--- src/hdl/kmsce_pkg.sv ---
// Package for the key matrix scan code encoder.
// Holds word types, mode codes, the fixed make/break/repeat code tables and defaults.
// No dependencies.
`timescale 1ns / 1ps

package kmsce_pkg;

    // Defaults for the top level parameters.
    localparam int ROWS_DEFAULT      = 8;
    localparam int COLUMNS_DEFAULT   = 11;
    localparam int TIME_BITS_DEFAULT = 32;

    // Reset value of the repeat interval register in milliseconds.
    localparam logic [15:0] INTERVAL_RESET = 16'd100;

    // Size of the fixed code tables.
    localparam int ROM_ROWS    = 8;
    localparam int ROM_COLUMNS = 11;

    // Number of keys that repeat, and the width of a stamp slot index.
    localparam int REPEAT_KEYS = 6;
    localparam int SLOT_W      = 3;

    // Input word modes.
    localparam logic [1:0] MODE_KEY_SAMPLE = 2'd0;
    localparam logic [1:0] MODE_PASS_END   = 2'd1;
    localparam logic [1:0] MODE_SYS_RESET  = 2'd2;

    // Register addresses (word index on the configuration port).
    localparam logic ADDR_REPEAT_INTERVAL = 1'b0;

    typedef logic [6:0] code_t;

    typedef struct packed {
        logic [1:0]  mode;
        logic [2:0]  row;
        logic [3:0]  column;
        logic        pressed;
        logic [31:0] now_ms;
    } key_word_t;

    typedef struct packed {
        logic [6:0] scan_code;
        logic       strobe_res;
    } code_word_t;

    // Result of a repeat table lookup: whether the key repeats and its stamp slot.
    typedef struct packed {
        logic              hit;
        logic [SLOT_W-1:0] slot;
    } repeat_info_t;

    localparam code_t MAKE_ROM [ROM_ROWS][ROM_COLUMNS] = '{
        '{7'h6F, 7'h3E, 7'h32, 7'h34, 7'h36, 7'h38, 7'h3A, 7'h3C, 7'h00, 7'h4B, 7'h00},
        '{7'h7C, 7'h31, 7'h33, 7'h35, 7'h37, 7'h00, 7'h39, 7'h3B, 7'h3D, 7'h48, 7'h4C},
        '{7'h6D, 7'h20, 7'h22, 7'h24, 7'h26, 7'h00, 7'h28, 7'h2A, 7'h2C, 7'h47, 7'h49},
        '{7'h6C, 7'h54, 7'h21, 7'h23, 7'h25, 7'h27, 7'h29, 7'h2B, 7'h2D, 7'h44, 7'h4E},
        '{7'h6E, 7'h57, 7'h11, 7'h13, 7'h15, 7'h17, 7'h19, 7'h1B, 7'h59, 7'h45, 7'h46},
        '{7'h7D, 7'h70, 7'h12, 7'h14, 7'h16, 7'h00, 7'h18, 7'h1A, 7'h56, 7'h41, 7'h43},
        '{7'h71, 7'h73, 7'h0E, 7'h03, 7'h05, 7'h06, 7'h07, 7'h09, 7'h0B, 7'h42, 7'h4D},
        '{7'h72, 7'h7E, 7'h01, 7'h02, 7'h04, 7'h0F, 7'h08, 7'h0A, 7'h68, 7'h40, 7'h4A}
    };

    localparam code_t BREAK_ROM [ROM_ROWS][ROM_COLUMNS] = '{
        '{7'h7F, 7'h00, 7'h00, 7'h00, 7'h00, 7'h00, 7'h00, 7'h00, 7'h00, 7'h00, 7'h00},
        '{7'h00, 7'h00, 7'h00, 7'h00, 7'h00, 7'h00, 7'h00, 7'h00, 7'h00, 7'h00, 7'h00},
        '{7'h00, 7'h00, 7'h00, 7'h00, 7'h00, 7'h00, 7'h00, 7'h00, 7'h00, 7'h00, 7'h00},
        '{7'h00, 7'h74, 7'h00, 7'h00, 7'h00, 7'h00, 7'h00, 7'h00, 7'h00, 7'h00, 7'h00},
        '{7'h00, 7'h77, 7'h00, 7'h00, 7'h00, 7'h00, 7'h00, 7'h00, 7'h79, 7'h00, 7'h00},
        '{7'h00, 7'h00, 7'h00, 7'h00, 7'h00, 7'h00, 7'h00, 7'h00, 7'h76, 7'h00, 7'h00},
        '{7'h00, 7'h00, 7'h00, 7'h00, 7'h00, 7'h00, 7'h00, 7'h00, 7'h7B, 7'h00, 7'h00},
        '{7'h00, 7'h5E, 7'h00, 7'h00, 7'h00, 7'h00, 7'h00, 7'h00, 7'h78, 7'h00, 7'h00}
    };

    // Make code of a matrix position; positions off the table have none.
    function automatic code_t make_code(input logic [2:0] row, input logic [3:0] column);
        code_t code;
        code = '0;
        if ((32'(row) < ROM_ROWS) && (32'(column) < ROM_COLUMNS))
        begin
            code = MAKE_ROM[row][column];
        end
        return code;
    endfunction

    // Release code of a matrix position; zero means the key sends no release.
    function automatic code_t break_code(input logic [2:0] row, input logic [3:0] column);
        code_t code;
        code = '0;
        if ((32'(row) < ROM_ROWS) && (32'(column) < ROM_COLUMNS))
        begin
            code = BREAK_ROM[row][column];
        end
        return code;
    endfunction

    // Repeating keys each own one time stamp slot.
    function automatic repeat_info_t repeat_info(input logic [2:0] row,
                                                 input logic [3:0] column);
        repeat_info_t info;
        info = '{hit: 1'b0, slot: '0};
        unique case ({row, column})
            {3'd1, 4'd8}: info = '{hit: 1'b1, slot: SLOT_W'(0)};
            {3'd5, 4'd1}: info = '{hit: 1'b1, slot: SLOT_W'(1)};
            {3'd6, 4'd0}: info = '{hit: 1'b1, slot: SLOT_W'(2)};
            {3'd6, 4'd1}: info = '{hit: 1'b1, slot: SLOT_W'(3)};
            {3'd7, 4'd0}: info = '{hit: 1'b1, slot: SLOT_W'(4)};
            {3'd7, 4'd5}: info = '{hit: 1'b1, slot: SLOT_W'(5)};
            default:      info = '{hit: 1'b0, slot: '0};
        endcase
        return info;
    endfunction

endpackage

--- src/hdl/key_matrix_scan_code_encoder_unit.sv ---
// Top level of the key matrix scan code encoder with typematic repeat.
// Depends on kmsce_pkg for word types, mode codes and the code tables.
// Contains the input register, the key state, the stamp registers and the result register.
`timescale 1ns / 1ps

// The encoder takes one word per clock cycle on the key channel and gives at most one
// word per input on the code channel, held first in the input register and then in the
// result register. Throughput is one word per cycle; it drops only while a finished code
// waits under code_stall and the next word would make another one. A key sample is
// checked against the stored level of its matrix position;
// a fresh press sends the make code with strobe_res set, a release of a make/break key
// sends its release code, and a held repeating key is sent again once the time since its
// last send exceeds the repeat interval register. An end-of-pass word with no level
// change in the pass drives code 0 without strobe, and a system reset word clears the
// repeat timers and drives code 0. Samples outside the matrix are dropped. The repeat
// interval lives at byte address 0 of the APB port and should only be written while no
// words are in flight.
module key_matrix_scan_code_encoder_unit #(
    parameter int ROWS      = kmsce_pkg::ROWS_DEFAULT,
    parameter int COLUMNS   = kmsce_pkg::COLUMNS_DEFAULT,
    parameter int TIME_BITS = kmsce_pkg::TIME_BITS_DEFAULT
) (
    input  logic                  clk,
    input  logic                  rst_n,

    // Key sample channel.
    input  logic                  key_valid,
    output logic                  key_stall,
    input  kmsce_pkg::key_word_t  key_word,

    // Scan code channel.
    output logic                  code_valid,
    input  logic                  code_stall,
    output kmsce_pkg::code_word_t code_word,

    // Configuration port.
    input  logic                  psel,
    input  logic                  penable,
    input  logic                  pwrite,
    input  logic [2:0]            paddr,
    input  logic [31:0]           pwdata,
    output logic [31:0]           prdata,
    output logic                  pready
);

    localparam int KEYS  = ROWS * COLUMNS;
    localparam int KEY_W = (KEYS > 1) ? $clog2(KEYS) : 1;

    // Configuration register.
    logic [15:0] interval_reg;

    // Input stage.
    logic                 in_valid_reg;
    kmsce_pkg::key_word_t in_word_reg;

    // Result stage.
    logic                  out_valid_reg;
    kmsce_pkg::code_word_t out_word_reg;

    // Key state.
    logic [KEYS-1:0]      key_down_reg;
    logic [KEYS-1:0]      key_down_next;
    logic [TIME_BITS-1:0] stamp_reg  [kmsce_pkg::REPEAT_KEYS];
    logic [TIME_BITS-1:0] stamp_next [kmsce_pkg::REPEAT_KEYS];
    logic                 pass_changed_reg;
    logic                 pass_changed_next;

    // Decode of the word in the input register.
    logic                    in_range;
    logic [KEY_W-1:0]        key_index;
    kmsce_pkg::code_t        make;
    kmsce_pkg::code_t        brk;
    kmsce_pkg::repeat_info_t rep;
    logic [63:0]             now_wide;
    logic [TIME_BITS-1:0]    now_t;
    logic [TIME_BITS-1:0]    elapsed;
    logic                    was_down;

    logic                  emit;
    kmsce_pkg::code_word_t emit_word;
    logic                  stage_go;
    logic                  key_accept;
    logic                  cfg_write;

    // ------------------------------------------------------------------
    // Configuration port. Writes take effect at the access cycle.
    // ------------------------------------------------------------------
    assign pready    = 1'b1;
    assign cfg_write = psel && penable && pwrite && pready
                       && (paddr[2] == kmsce_pkg::ADDR_REPEAT_INTERVAL);

    always_comb
    begin
        prdata = '0;
        if (paddr[2] == kmsce_pkg::ADDR_REPEAT_INTERVAL)
        begin
            prdata = {16'b0, interval_reg};
        end
    end

    always_ff @(posedge clk or negedge rst_n)
    begin
        if (!rst_n)
        begin
            interval_reg <= kmsce_pkg::INTERVAL_RESET;
        end
        else if (cfg_write)
        begin
            interval_reg <= pwdata[15:0];
        end
    end

    // ------------------------------------------------------------------
    // Handshake. The input register moves on when its word either makes no
    // result or the result register is free to take it.
    // ------------------------------------------------------------------
    assign stage_go   = in_valid_reg && (!emit || !out_valid_reg || !code_stall);
    assign key_stall  = in_valid_reg && !stage_go;
    assign key_accept = key_valid && !key_stall;

    assign code_valid = out_valid_reg;
    assign code_word  = out_word_reg;

    always_ff @(posedge clk or negedge rst_n)
    begin
        if (!rst_n)
        begin
            in_valid_reg <= 1'b0;
        end
        else if (key_accept)
        begin
            in_valid_reg <= 1'b1;
        end
        else if (stage_go)
        begin
            in_valid_reg <= 1'b0;
        end
    end

    always_ff @(posedge clk)
    begin
        if (key_accept)
        begin
            in_word_reg <= key_word;
        end
    end

    always_ff @(posedge clk or negedge rst_n)
    begin
        if (!rst_n)
        begin
            out_valid_reg <= 1'b0;
        end
        else if (stage_go && emit)
        begin
            out_valid_reg <= 1'b1;
        end
        else if (!code_stall)
        begin
            out_valid_reg <= 1'b0;
        end
    end

    always_ff @(posedge clk)
    begin
        if (stage_go && emit)
        begin
            out_word_reg <= emit_word;
        end
    end

    // ------------------------------------------------------------------
    // Decode. Table lookups are by matrix position; the key state is
    // indexed by the flat position row * COLUMNS + column.
    // ------------------------------------------------------------------
    assign in_range  = (32'(in_word_reg.row) < ROWS) && (32'(in_word_reg.column) < COLUMNS);
    assign key_index = KEY_W'(32'(in_word_reg.row) * COLUMNS + 32'(in_word_reg.column));
    assign make      = kmsce_pkg::make_code(in_word_reg.row, in_word_reg.column);
    assign brk       = kmsce_pkg::break_code(in_word_reg.row, in_word_reg.column);
    assign rep       = kmsce_pkg::repeat_info(in_word_reg.row, in_word_reg.column);

    // Time is taken modulo 2^TIME_BITS, so the subtraction wraps on its own.
    assign now_wide = {32'b0, in_word_reg.now_ms};
    assign now_t    = now_wide[TIME_BITS-1:0];
    assign elapsed  = now_t - stamp_reg[rep.slot];
    assign was_down = in_range ? key_down_reg[key_index] : 1'b0;

    always_comb
    begin
        emit              = 1'b0;
        emit_word         = '{scan_code: '0, strobe_res: 1'b0};
        key_down_next     = key_down_reg;
        stamp_next        = stamp_reg;
        pass_changed_next = pass_changed_reg;

        unique case (in_word_reg.mode)
            kmsce_pkg::MODE_SYS_RESET:
            begin
                for (int i = 0; i < kmsce_pkg::REPEAT_KEYS; i++)
                begin
                    stamp_next[i] = '0;
                end
                pass_changed_next = 1'b0;
                emit              = 1'b1;
            end
            kmsce_pkg::MODE_PASS_END:
            begin
                // A quiet pass drives code 0 on the bus without a strobe.
                pass_changed_next = 1'b0;
                emit              = !pass_changed_reg;
            end
            kmsce_pkg::MODE_KEY_SAMPLE:
            begin
                if (in_range)
                begin
                    if (in_word_reg.pressed != was_down)
                    begin
                        if (in_word_reg.pressed)
                        begin
                            if (make != '0)
                            begin
                                emit      = 1'b1;
                                emit_word = '{scan_code: make, strobe_res: 1'b1};
                                if (rep.hit)
                                begin
                                    stamp_next[rep.slot] = now_t;
                                end
                            end
                        end
                        else if (brk != '0)
                        begin
                            emit      = 1'b1;
                            emit_word = '{scan_code: brk, strobe_res: 1'b1};
                        end
                        key_down_next[key_index] = in_word_reg.pressed;
                        pass_changed_next        = 1'b1;
                    end
                    else if (in_word_reg.pressed && rep.hit
                             && (elapsed > TIME_BITS'(interval_reg)))
                    begin
                        // Typematic repeat of a held key.
                        if (make != '0)
                        begin
                            emit      = 1'b1;
                            emit_word = '{scan_code: make, strobe_res: 1'b1};
                        end
                        stamp_next[rep.slot] = now_t;
                    end
                end
            end
            default:
            begin
                emit = 1'b0;
            end
        endcase
    end

    // ------------------------------------------------------------------
    // State update, once per word leaving the input register.
    // ------------------------------------------------------------------
    always_ff @(posedge clk or negedge rst_n)
    begin
        if (!rst_n)
        begin
            key_down_reg     <= '0;
            pass_changed_reg <= 1'b0;
            for (int i = 0; i < kmsce_pkg::REPEAT_KEYS; i++)
            begin
                stamp_reg[i] <= '0;
            end
        end
        else if (stage_go)
        begin
            key_down_reg     <= key_down_next;
            pass_changed_reg <= pass_changed_next;
            stamp_reg        <= stamp_next;
        end
    end

endmodule
--- config.mk ---
export PLATFORM = sky130hd
export DESIGN_NAME = key_matrix_scan_code_encoder_unit
export DESIGN_NICKNAME = d
export VERILOG_FILES = /design/src/hdl/kmsce_pkg.sv /design/src/hdl/key_matrix_scan_code_encoder_unit.sv
export SDC_FILE = /design/constraint.sdc
export NUM_CORES = 1
export LEC_CHECK = 0
export ABC_CLOCK_PERIOD_IN_PS = 9200
export BUFFER_PORTS_ARGS = -buffer_cell sky130_fd_sc_hd__buf_4
export CELL_PAD_IN_SITES_DETAIL_PLACEMENT = 0
export CELL_PAD_IN_SITES_GLOBAL_PLACEMENT = 1
export CORE_MARGIN = 4
export CORE_UTILIZATION = 40
export CTS_BUF_LIST = sky130_fd_sc_hd__clkbuf_8
export DETAILED_ROUTE_END_ITERATION = 10
export PLACE_DENSITY = 0.77
export SYNTH_ARGS = -nofsm -noshare
export SYNTH_HDL_FRONTEND = slang
export SYNTH_SLANG_ARGS = --single-unit
--- constraint.sdc ---
create_clock -name clk -period 9.2 [get_ports clk]
set_input_delay 1.84 -clock clk [delete_from_list [all_inputs] [get_ports clk]]
set_output_delay 1.84 -clock clk [all_outputs]
set_load 0.02 [all_outputs]
# Word level (Yosys, flattened, before mapping)
# Memories as Yosys holds them, arrays and structs flattened.
# Cells that the tools add are included.
classes:
  mul: 1
  reduce_logical: 30
  n_eq_ne: 16
  magnitude_cmp: 8
  bitwise: 4
  n_addsub: 2
  n_mux: 52
op_table:
  columns: ["cell", "count"]
  rows:
  - ["$mux 192", 6]
  - ["$pmux 192 s2", 1]
  - ["$mux 77", 4]
  - ["$bwmux 192", 1]
  - ["$bmux 32 s3", 1]
  - ["$demux 32 s3", 1]
  - ["$mux 32", 3]
  - ["$bwmux 88", 1]
  - ["$bmux 7 s4", 2]
  - ["$mux 7", 6]
  - ["$mux 8", 5]
  - ["$eq 7x7->1 const B", 5]
  - ["$gt 32x16->1", 1]
  - ["$sub 32x32->32", 1]
  - ["$pmux 4 s6", 1]
  - ["$mux 16", 1]
  - ["$mux 1", 15]
  - ["$reduce_bool 7->1", 2]
  - ["$ne 3x3->1 const B", 4]
  - ["$logic_and 1x1->1", 11]
  - ["$ge 4x4->1 const B", 2]
  - ["$lt 7x8->1 const B", 1]
  - ["$not 3->4", 2]
  - ["$reduce_and 4->1", 2]
  - ["25 further kinds", 34]
word_totals:
  out_inout_bits: 43
  romBits: 1232
  input_bits: 84
  word_cells: 133
  reg_bits: 349
  n_memories: 2
mem_list:
  columns: ["memory", "words", "word_bits", "read_ports", "rd_ports_with_merged_regs", "wr", "line", "rtl"]
  rows:
  - ["(name not given)", 8, 77, 1, 0, 0, "kmsce_pkg.sv:92", "code = BREAK_ROM[row][column];"]
  - ["(name not given)", 8, 77, 1, 0, 0, "kmsce_pkg.sv:81", "code = MAKE_ROM[row][column];"]

# Depth between registers and ports, before layout
# Gate-level depths: netlist of run 1.
depth:
  depth_word: 23
  depth_mapped: 33
  ltp_nobuf: 29

# Least setup slack after synthesis of run 1
# OpenSTA, ideal clock, no wires.
synth_timing:
  path_kind: "reg2reg"
  startpoint: "register in_word_reg[37] (netlist bit)"
  endpoint: "register in_word_reg[32] (netlist bit) (enable)"
  stages_incl_launch_ff: 28
  t_required_ns: 8.754
  n_path_buf: 4
  arrival_time_ns: 8.448
  slack_ns: 0.306
  path_cell_list: "edfxtp_1 -> ha_1 -> nand2_1 -> or4_1 -> clkbuf_1 -> nor4_1 -> clkbuf_1 -> a222oi_1 -> o21a_1 -> ha_1 -> clkbuf_1 -> a21oi_1 -> nand2_1 -> a221o_1 -> nor2_1 -> xnor2_1 -> ha_1 -> a21o_1 -> a21o_1 -> a221o_1 -> o31ai_1 -> o2111ai_1 -> a211oi_1 -> nand4_1 -> or3_1 -> buf_2 -> o211a_1 -> nor2b_1"
synth_between:
  elab_chain_len: 22
  word_cells_on_any_way: 53
synth_lines:
  columns: ["element", "line", "rtl"]
  rows:
  - ["start, declared", "key_matrix_scan_code_encoder_unit.sv:54", "kmsce_pkg::key_word_t in_word_reg;"]
  - ["start signal, assigned", "key_matrix_scan_code_encoder_unit.sv:144", "in_word_reg <= key_word;"]
  - ["branches (longest 11 deep; another with $sub 32x32->32)", null, null]
  - ["$mux 1 *", "key_matrix_scan_code_encoder_unit.sv:216", "if (in_word_reg.pressed != was_down)"]
  - ["$mux 1 *", "key_matrix_scan_code_encoder_unit.sv:214", "if (in_range)"]
  - ["$pmux 1 s3 *", "key_matrix_scan_code_encoder_unit.sv:196", "unique case (in_word_reg.mode)"]
  - ["$logic_not 1->1 *", "key_matrix_scan_code_encoder_unit.sv:117", "assign stage_go = in_valid_reg && (!emit || !out_valid_reg || !code_stall);"]
  - ["$logic_or 1x1->1 * (2 in a row)", "key_matrix_scan_code_encoder_unit.sv:117", null]
  - ["$logic_and 1x1->1 *", "key_matrix_scan_code_encoder_unit.sv:117", null]
  - ["$logic_not 1->1 *", "key_matrix_scan_code_encoder_unit.sv:118", "assign key_stall = in_valid_reg && !stage_go;"]
  - ["$logic_and 1x1->1 *", "key_matrix_scan_code_encoder_unit.sv:118", null]
  - ["net key_stall", "key_matrix_scan_code_encoder_unit.sv:28", "output logic key_stall,"]
  - ["$logic_not 1->1 *", "key_matrix_scan_code_encoder_unit.sv:119", "assign key_accept = key_valid && !key_stall;"]
  - ["$logic_and 1x1->1 *", "key_matrix_scan_code_encoder_unit.sv:119", null]
  - ["net key_accept", "key_matrix_scan_code_encoder_unit.sv:82", "logic key_accept;"]
# Mark *: on every way through the listed nets, which the timed path passes. The select of a mux whose other input is x is not followed.
# A chain may end at the register's enable or synchronous reset.

# Final worst setup path of run 1
layout_timing:
  startpoint: "register in_word_reg[37] (netlist bit)"
  endpoint: "output key_stall"
layout_between:
  elab_chain_len: 20
  word_cells_on_any_way: 51
layout_lines:
  columns: ["element", "line"]
  rows:
  - ["branches (longest 11 deep; another with $sub 32x32->32)", null]
  - ["$mux 1 *", "key_matrix_scan_code_encoder_unit.sv:216"]
  - ["$mux 1 *", "key_matrix_scan_code_encoder_unit.sv:214"]
  - ["$pmux 1 s3 *", "key_matrix_scan_code_encoder_unit.sv:196"]
  - ["$logic_not 1->1 *", "key_matrix_scan_code_encoder_unit.sv:117"]
  - ["$logic_or 1x1->1 * (2 in a row)", "key_matrix_scan_code_encoder_unit.sv:117"]
  - ["$logic_and 1x1->1 *", "key_matrix_scan_code_encoder_unit.sv:117"]
  - ["$logic_not 1->1 *", "key_matrix_scan_code_encoder_unit.sv:118"]
  - ["$logic_and 1x1->1 *", "key_matrix_scan_code_encoder_unit.sv:118"]
  - ["end, declared", "key_matrix_scan_code_encoder_unit.sv:28"]
# Mark *: on every way between the ends. The select of a mux whose other input is x is not followed.

==> results.json, run 1 <==
{
  "firstDrtPassIters": 5,
  "seq_area_frac_synth_pct": 43.8,
  "die_area_um2": 55000,
  "cp.required_ns": 7.36,
  "route.vias.total": 18400,
  "maxCapViolCount": 0,
  "cts_tree": "yes",
  "dp_hpwl_mm": 42.7,
  "io_pins": 127,
  "powerDensity_nw_per_um2": 178,
  "hold_buffers": 0,
  "synth_warnings": 0,
  "rows": 82,
  "synth_cells": 2207,
  "p_sw_share_pct": 32.9,
  "place_ws_ns": 0.216,
  "p_comb_share_pct": 23.2,
  "hp-class": "register to register",
  "ir_drop_uv": 116,
  "min-delay-start": "key_down_reg[51]",
  "detail-route-antenna-nets": 0,
  "clkPwrFrac_pct": 36.3,
  "totalPowerFinal_uw": 4210,
  "crit_top_cell": "buf_4",
  "setup_tns_ns": 0,
  "r2r_slack_ns": 1.40,
  "area_delta_synth_final_pct": 15.5,
  "synth-async-reset-ratio_pct": 85.7,
  "largest_register_ffs": 192,
  "skew_ns": 0.0359,
  "drt-total-wl_mm": 67.1,
  "status": "finished, final reports clean",
  "critPathSlowestCell": "or4_4",
  "cts_buffer_depth": 3,
  "timing.rr.start": "in_word_reg[37]",
  "routed.top_layer": "met4",
  "leakagePower_uw": 0.00936,
  "fin_util_pct": 47.0,
  "path_clk_slew_ns": 0.06,
  "critPathLaunchType": "register",
  "core_um2": 50400,
  "grt_pass1_wl_mm": 104,
  "root_buffer": "clkbuf_8",
  "p_seq_share_pct": 40.6,
  "period_share_pct": 96.9,
  "wl_met1_mm": 29.0,
  "switchingPower_uw": 1390,
  "final.setup.worst_slack_ns": 0.288,
  "syn_area_per_cell_um2": 9.29,
  "synth_ff_type": "dfrtp_1",
  "period_needed_ns": 8.91,
  "gp_congestion": 0.915,
  "slew_viol_final": 0,
  "cts.sinks": 349,
  "fmax_mhz": 112,
  "slew-limit-headroom_pct": 16.1,
  "synth.distinct_cells": 91,
  "antenna_found_initial": 0,
  "finalHoldViolCount": 0,
  "grt_max_degree": 160,
  "fillers": 4695,
  "wl_met3_mm": 5.52,
  "cts_max_level": 3,
  "first_global_vias": 18100,
  "max_stage_delay_ns": 0.52,
  "die_w_um": 234,
  "dp_cells": 2860,
  "overflow": 0,
  "crit_start": "in_word_reg[37]",
  "cts_buffers": 66,
  "start_util_pct": 40.7,
  "layout.nets": 2436,
  "portBuffers": 91,
  "synth_edf_count": 50,
  "crit_path_end_kind": "output port",
  "die_y_um": 234,
  "crit_fanout": 10,
  "crit_arrival_ns": 7.07,
  "clock_latency_ns": 0.65,
  "n_antenna_cell": 0,
  "viasPerCell": 6.13,
  "finalNonFillerCells": 3002,
  "wl_per_cell_um": 22.4,
  "grt_usage_pct": 24.0,
  "drc": 0,
  "worst_pin_slew_ns": 1.24,
  "ys_ff_latch": 349,
  "drt_iter0_markers": 1955,
  "setup_viol": 0,
  "wl_met2_mm": 30.9,
  "p_int_uw": 2830,
  "syn-cell-area_um2": 20500,
  "drive_gt1_share_pct": 17.9,
  "critical_path_class": "register to output port"
}
[power by group through the flow]
stage | Combinational, uW | Clock (uW) | Sequential (uW)
floorplan | 643 | 0 | 1720
global placement | 933 | 0 | 1730
detailed placement | 944 | 0 | 1730
CTS | 955 | 1570 | 1710
global route | 1070 | 1640 | 1720
finish | 976 | 1530 | 1710
[cell usage in the layout (no fill, tap or decap), drive strengths merged, types with 19 or more instances in the layout]
cell type  Yosys  final
nand2        311    311
dfrtp        296    296
buf           84    189
o22ai        141    141
o31ai        136    136
o21ai        135    135
a21oi        126    126
inv           51     81
clkbuf       118     80
nor2          74     74
ha            71     71
nand3         69     69
mux2          52     52
edfxtp        50     50
nor3          43     43
nand3b        38     38
o21a          32     32
a222oi        26     26
o211ai        23     23
or3           23     23
nor2b         23     23
a211oi        23     23
nand2b        20     20
a21o          19     19
[worst paths after layout]
| path | endpoint | depth (start not counted) |
|---|---|---|
| worst max-delay path | key_stall | 27 |
| worst min-delay path | key_down_reg[51] | 1 |
| worst max register to register | stamp_reg[68] | 27 |
| worst min register to register | key_down_reg[51] | 1 |
| max in group asynchronous | stamp_reg[144] | 2 |
| min in group asynchronous | key_down_reg[12] | 1 |
[stage by stage]
step                      hold WS [ns]  instance area [um2]
after floorplan                  0.452                20600
after global placement           0.462                21900
after detailed placement         0.474                21900
after CTS                        0.486                23400
after global routing             0.503                23700
final                            0.485                23700
[cell families (layout without fill, tap and decap cells)]
| group | after synthesis | in the layout | share of synthesized area [%] |
|---|---|---|---|
| flip-flops | 349 | 349 | 43.8 |
| adder cells (fa/ha/maj) | 75 | 75 | 4.72 |
| buffers and inverters | 254 | 362 | 5.40 |
| AO/OA/AOI/OAI | 752 | 752 | 25.1 |
| XOR/XNOR | 24 | 24 | 1.02 |
| other | 2 | 17 | 0.0366 |
| AND/OR/NAND/NOR | 685 | 685 | 16.2 |
| multiplexers | 66 | 66 | 3.72 |
[critical path: cells and delay by family (launching register included)]
family | cells | cell delay (ns)
AO/OA/AOI/OAI | 12 | 2.49
adder cells (fa/ha/maj) | 3 | 0.78
XOR/XNOR | 1 | 0.14
AND/OR/NAND/NOR | 6 | 1.61
buffers and inverters | 5 | 0.94
flip-flops | 1 | 0.47
[final cells by class]
cell class	count	area [um2]	area share [%]
Multi-Input combinational cell	1619	10800	45.6
Sequential cell	349	8990	37.9
Timing Repair Buffer	189	1550	6.55
Clock buffer	80	1100	4.65
Tap cell	672	841	3.55
Clock inverter	41	216	0.913
Inverter	52	195	0.824
[routing by layer]
layer,vias to the layer above,track usage (%)
met5,-,0
met4,0,8.31
met3,144,5.57
met2,812,37.8
met1,9059,32.8
li1,8390,-
[synth_stat cells, types with 11 or more instances]
master	count	area [um2]
nor2b_1	23	144
a222oi_1	26	260
ha_1	71	888
o211ai_1	23	173
o22ai_1	121	757
o22ai_2	20	250
nand3_1	69	345
inv_1	51	191
mux2i_1	11	110
or3_1	23	144
o21a_1	32	240
edfxtp_1	50	1500
a21o_1	19	143
nor2_1	74	278
buf_4	21	158
dfrtp_1	296	7410
nand2b_1	20	125
clkbuf_1	118	443
and2_1	12	75.1
o21ai_1	69	345
a211oi_1	22	165
nand4_1	14	87.6
o21ai_0	64	320
buf_2	54	270
nand3b_1	38	285
mux2_2	33	372
nand2_1	310	1160
nor3_1	40	200
a21oi_1	126	631
mux2_1	19	214
o31ai_1	136	1020
xnor2_1	15	131
[what timing repair did]
action                     in CTS  in global routing
setup endpoints to repair       1                  1
resized for setup              30                 37
pin swaps                       7                 11
buffers inserted                7                 14
(Power assumes the default switching activity.)
==> inputs of run 2 (changes only) <==
- CORE_ASPECT_RATIO: unset -> 0.8
==> run 2 against run 1 <==
  * Count of clock-buffer cells in the layout shrank 9
  * Fmax shrank 1.0%
  * Cell count is essentially flat
  * Via count grew 1.1%
  * Critical path depth grew 1
  * Critical path type unchanged
  * Die area is essentially flat
  * Flip-flop and latch count is the same
  * Global-route usage grew 0.090 points
  * Largest cell class unchanged
  * Routed wire length grew 2.2%
  * Worst hold slack lost 0.0035 ns
  * Clock skew is essentially flat
  * Largest power group unchanged
==> results.json, run 2 (synthesis results as in run 1) <==
{
  "drive_gt1_share_pct": 18.2,
  "critPathSlowestCell": "edfxtp_1",
  "die_area_um2": 55000,
  "cts.sinks": 349,
  "core_um2": 50200,
  "rows": 73,
  "cts_tree": "yes",
  "die_y_um": 211,
  "layout.nets": 2447,
  "root_buffer": "clkbuf_8",
  "finalHoldViolCount": 0,
  "totalPowerFinal_uw": 4100,
  "period_needed_ns": 9.00,
  "maxCapViolCount": 0,
  "grt_pass1_wl_mm": 105,
  "fillers": 4739,
  "first_global_vias": 17900,
  "crit_top_cell": "buf_4",
  "hold_buffers": 0,
  "worst_pin_slew_ns": 1.28,
  "leakagePower_uw": 0.00933,
  "drt_iter0_markers": 2219,
  "cp-endpoint": "key_stall",
  "critPathLaunchType": "register",
  "final_cell_mix": "nand2_1 (307), dfrtp_1 (296), buf_4 (190)",
  "period_share_pct": 97.9,
  "skew_ns": 0.0361,
  "clock_latency_ns": 0.67,
  "slew_viol_final": 0,
  "crit_arrival_ns": 7.16,
  "worst-r2r-cell-count": 25,
  "ir_drop_uv": 104,
  "route.vias.total": 18600,
  "hold_ws_ns": 0.481,
  "crit_start": "in_word_reg[35]",
  "powerDensity_nw_per_um2": 173,
  "critical_path_class": "register to output port",
  "area_delta_synth_final_pct": 15.5,
  "viasPerCell": 6.19,
  "portBuffers": 91,
  "cts_max_level": 2,
  "gp_congestion": 0.899,
  "detail-route-antenna-nets": 0,
  "placed_cell_area_um2": 21900,
  "finish.instance_area_um2": 23700,
  "layout_commonest_cell": "nand2_1",
  "slew-limit-headroom_pct": 13.8,
  "drt-total-wl_mm": 68.6,
  "io_pins": 127,
  "grt_usage_pct": 24.1,
  "crit_path_end_kind": "output port",
  "wl_per_cell_um": 22.9,
  "hp-class": "register to register",
  "crit_fanout": 10,
  "cp.required_ns": 7.36,
  "largest_register_ffs": 192,
  "cts_buffers": 58,
  "path_clk_slew_ns": 0.07,
  "die_w_um": 261,
  "dp_hpwl_mm": 43.8,
  "overflow": 0,
  "timing.rr.start": "in_word_reg[39]",
  "status": "finished, final reports clean",
  "setup_viol": 0,
  "max_stage_delay_ns": 0.50,
  "cts_buffer_depth": 3,
  "start_util_pct": 40.8,
  "antenna_found_initial": 1,
  "r2r_slack_ns": 1.35,
  "grt_max_degree": 201,
  "r2r-end": "key_down_reg[77]",
  "fmax_mhz": 111,
  "firstDrtPassIters": 6,
  "drc": 0
}
[run 2: changes by cell type in the layout (fill, tap and decap cells not counted), moves of 3 or more]
cell      previous run  this run
buf_4              173       190
clkbuf_8            80        71
a21oi_1            122       118
a21oi_2              3         7
inv_1               76        72
ha_2                 5         2
ha_4                 2         5
[run 2: critical path, delay by kind of cell, from the launching register on]
kind / cells / cell delay [ns]
xor gates and xnor gates: 2 / 0.34
DFF: 1 / 0.50
AOI/OAI and AO/OA: 12 / 2.49
and+or+nand+nor: 7 / 1.55
adders and majority gates: 2 / 0.65
buffers and inverters: 5 / 0.97
[run 2: power breakdown]
part           switching [uW]  internal, uW
Clock                     663           716
Sequential               53.2          1660
Combinational             643           364
[run 2: stage by stage]
step	setup TNS, ns	instances	worst slack [ns]	utilization (%)
2_1_floorplan	0	2222	0.306	-
3_3_place_gp	0	2863	0.317	43.6
3_5_place_dp	0	2863	0.241	43.6
4_1_cts	0	2975	0.00872	46.3
5_1_grt	-0.0473	3003	-0.0473	47.1
6_report	0	3004	0.195	47.1
[run 2: per-layer routing]
metal  global-route usage (%)  up-vias  part of all wire [%]
li1                         -     8365                     -
met1                     36.5     9166                    46
met2                     34.5      959                    42
met3                     6.15      118                    10
met4                     5.96        0                   2.0
met5                        0        -                     0
[run 2: how the worst min path moves through the flow]
stage	from	endpoint	slack [ns]	cells past startpoint
floorplan	key_down_reg[46]	key_down_reg[46]	0.45	2
global placement	key_down_reg[72]	key_down_reg[72]	0.46	1
detailed placement	key_down_reg[32]	key_down_reg[32]	0.47	1
CTS	key_down_reg[32]	key_down_reg[32]	0.48	1
global route	key_down_reg[32]	key_down_reg[32]	0.51	1
finish	key_down_reg[32]	key_down_reg[32]	0.48	1
[run 2: repair_timing]
item                       in CTS  in global routing
gates resized for setup        35                 50
setup endpoints to repair       1                  1
buffers inserted               12                 27
pin swaps                       7                 26
cloned                          0                  1
[run 2: layout make-up]
| cell class | count | area (um2) | area share (%) |
|---|---|---|---|
| Tap cell | 675 | 845 | 3.57 |
| Multi-Input combinational cell | 1619 | 10800 | 45.8 |
| Clock buffer | 71 | 977 | 4.13 |
| Inverter | 52 | 195 | 0.824 |
| Sequential cell | 349 | 8990 | 38.0 |
| Antenna cell | 1 | 2.50 | 0.0106 |
| Clock inverter | 29 | 148 | 0.623 |
| Timing Repair Buffer | 208 | 1690 | 7.12 |
==> inputs of run 3 (changes only) <==
- CORE_UTILIZATION: 40 -> 45
- PLACE_DENSITY: 0.77 -> 0.84
==> run 3 against run 2 <==
  * Clock skew grew 0.00063 ns
  * Register-to-register slack got worse by 0.10 ns
  * Cell count shrank 2.9%
  * Critical path depth increased by 2
  * Clock power up 5%
  * Via count barely moved
  * Global-route usage is 2.6 points higher
  * Combinational power barely moved
  * Routed wire length shrank 2.3%
  * Die area fell by 11%
  * Utilization increased by 5.6 points
  * Fmax up 0.47%
  * Critical path type unchanged
  * Critical endpoint unchanged
  * Largest cell class unchanged
  * Largest power group unchanged
  * Highest routed layer is now met5
==> results.json, run 3 (synthesis results as in run 1) <==
{
  "final_cell_mix": "nand2_1 (307), dfrtp_1 (296), buf_4 (169)",
  "die_y_um": 199,
  "detail-route-antenna-nets": 0,
  "maxCapViolCount": 0,
  "crit_path_end_kind": "output port",
  "layout.nets": 2429,
  "setup_viol": 0,
  "firstDrtPassIters": 6,
  "critical_path_class": "register to output port",
  "p_seq_share_pct": 40.9,
  "hold_path_end": "key_down_reg[72]",
  "hp-class": "register to register",
  "leakagePower_uw": 0.00931,
  "p_int_uw": 2810,
  "portBuffers": 91,
  "wl_per_cell_um": 23.0,
  "dp_hpwl_mm": 42.6,
  "drt-total-wl_mm": 67.0,
  "grt_max_degree": 175,
  "crit_arrival_ns": 7.12,
  "cts_max_level": 2,
  "grt_usage_pct": 26.8,
  "gp_congestion": 0.947,
  "area_delta_synth_final_pct": 14.9,
  "cts_buffer_depth": 3,
  "finish.instance_area_um2": 23600,
  "setup_tns_ns": 0,
  "largest_register_ffs": 192,
  "clkPwrFrac_pct": 34.9,
  "critPathLaunchType": "register",
  "switchingPower_uw": 1360,
  "whs_path_depth": 1,
  "cts.sinks": 349,
  "crit_top_cell": "buf_6",
  "path_clk_slew_ns": 0.06,
  "die_w_um": 247,
  "drive_gt1_share_pct": 17.6,
  "critPathSlowestCell": "edfxtp_1",
  "start_util_pct": 45.9,
  "worst_pin_slew_ns": 1.14,
  "status": "finished, final reports clean",
  "skew_ns": 0.0367,
  "core_um2": 44700,
  "fin_util_pct": 52.7,
  "max_stage_delay_ns": 0.44,
  "grt_pass1_wl_mm": 105,
  "slew-limit-headroom_pct": 23.7,
  "period_needed_ns": 8.96,
  "crit_fanout": 6,
  "layout_commonest_cell": "nand2_1",
  "min-delay-start": "key_down_reg[72]",
  "first_global_vias": 18100,
  "overflow": 0,
  "cts_buffers": 58,
  "root_buffer": "clkbuf_8",
  "fillers": 4079,
  "ir_drop_uv": 124,
  "multiInputGateArea_um2": 10800,
  "io_pins": 127,
  "period_share_pct": 97.4,
  "fmax_mhz": 112,
  "drt_iter0_markers": 2238,
  "p_sw_share_pct": 32.6,
  "drc": 0,
  "cts_tree": "yes",
  "die_area_um2": 49100,
  "p_comb_share_pct": 24.2,
  "finalHoldViolCount": 0,
  "slew_viol_final": 0,
  "powerDensity_nw_per_um2": 177,
  "worst-r2r-cell-count": 28,
  "viasPerCell": 6.39,
  "hold_buffers": 0,
  "seqCellArea_um2": 8990,
  "r2r-end": "key_down_reg[9]",
  "clock_latency_ns": 0.66,
  "route.vias.total": 18600,
  "placed_cell_area_um2": 21800,
  "cp.required_ns": 7.36,
  "r2r_slack_ns": 1.25,
  "antenna_found_initial": 1,
  "rows": 69,
  "timing.rr.start": "in_word_reg[39]"
}
==> run 3: cell count changes in the layout (fill, tap and decap cells not counted), sizes merged <==
cell    delta
inv        -1
buf       -20
bufbuf     +1
bufinv     +2
clkbuf     +2
==> run 3: stage by stage <==
stage                     setup WS, ns  total power [uW]  hold WS [ns]  instances
after floorplan                  0.306              2360         0.452       2222
after global placement           0.278              2670         0.462       2788
after detailed placement         0.140              2690         0.471       2788
after CTS                      0.00617              4160         0.484       2902
after global routing           -0.0315              4360         0.510       2915
final                            0.238              4170         0.479       2916
==> run 3: final cells by class <==
type,count,area share [%]
multi-input combinational,1619,45.8
sequential,349,38.1
timing repair buffer,190,6.86
clock buffer,72,4.20
tap,603,3.20
clock inverter,30,0.940
inverter,52,0.828
antenna,1,0.0106
==> run 3: metal layers <==
layer  up-vias  GRT usage (%)  part of all wire (%)  wire length [um]
met5         -              0                 0.016                11
met4         2           6.36                   1.8              1200
met3       105           6.99                    11              7520
met2       998           39.5                    43             28700
met1      9175           39.5                    44             29600
li1       8342              -                     -                 -
==> run 3: repair_timing <==
item,CTS,global route
setup buffers,10,12
pin swaps,3,18
setup endpoints to repair,1,1
gates cloned,2,1
gates resized for setup,27,46
==> run 3: how the worst max path moves through the flow <==
stage / from / to / depth (start not counted)
2_1_floorplan: in_word_reg[37] / in_word_reg[32] / 27
3_3_place_gp: in_word_reg[37] / key_stall / 32
3_5_place_dp: in_word_reg[37] / key_stall / 31
4_1_cts: in_word_reg[38] / key_stall / 29
5_1_grt: in_word_reg[37] / key_stall / 33
6_report: in_word_reg[37] / key_stall / 30
==> run 3: critical path: cells and delay by family, from the launching register on <==
family	cells	cell delay, ns
compound gates	13	3.03
simple gates	8	1.29
fa+ha+maj	3	0.85
buf+inv	5	0.70
flops	1	0.44
xor+xnor	1	0.17
==> run 3: power by group through the flow <==
stage	sequential, uW	combinational, uW	clock [uW]
finish	1710	1010	1450
CTS	1710	972	1480
global placement	1730	941	0
detailed placement	1730	958	0
floorplan	1720	643	0
global route	1720	1100	1550
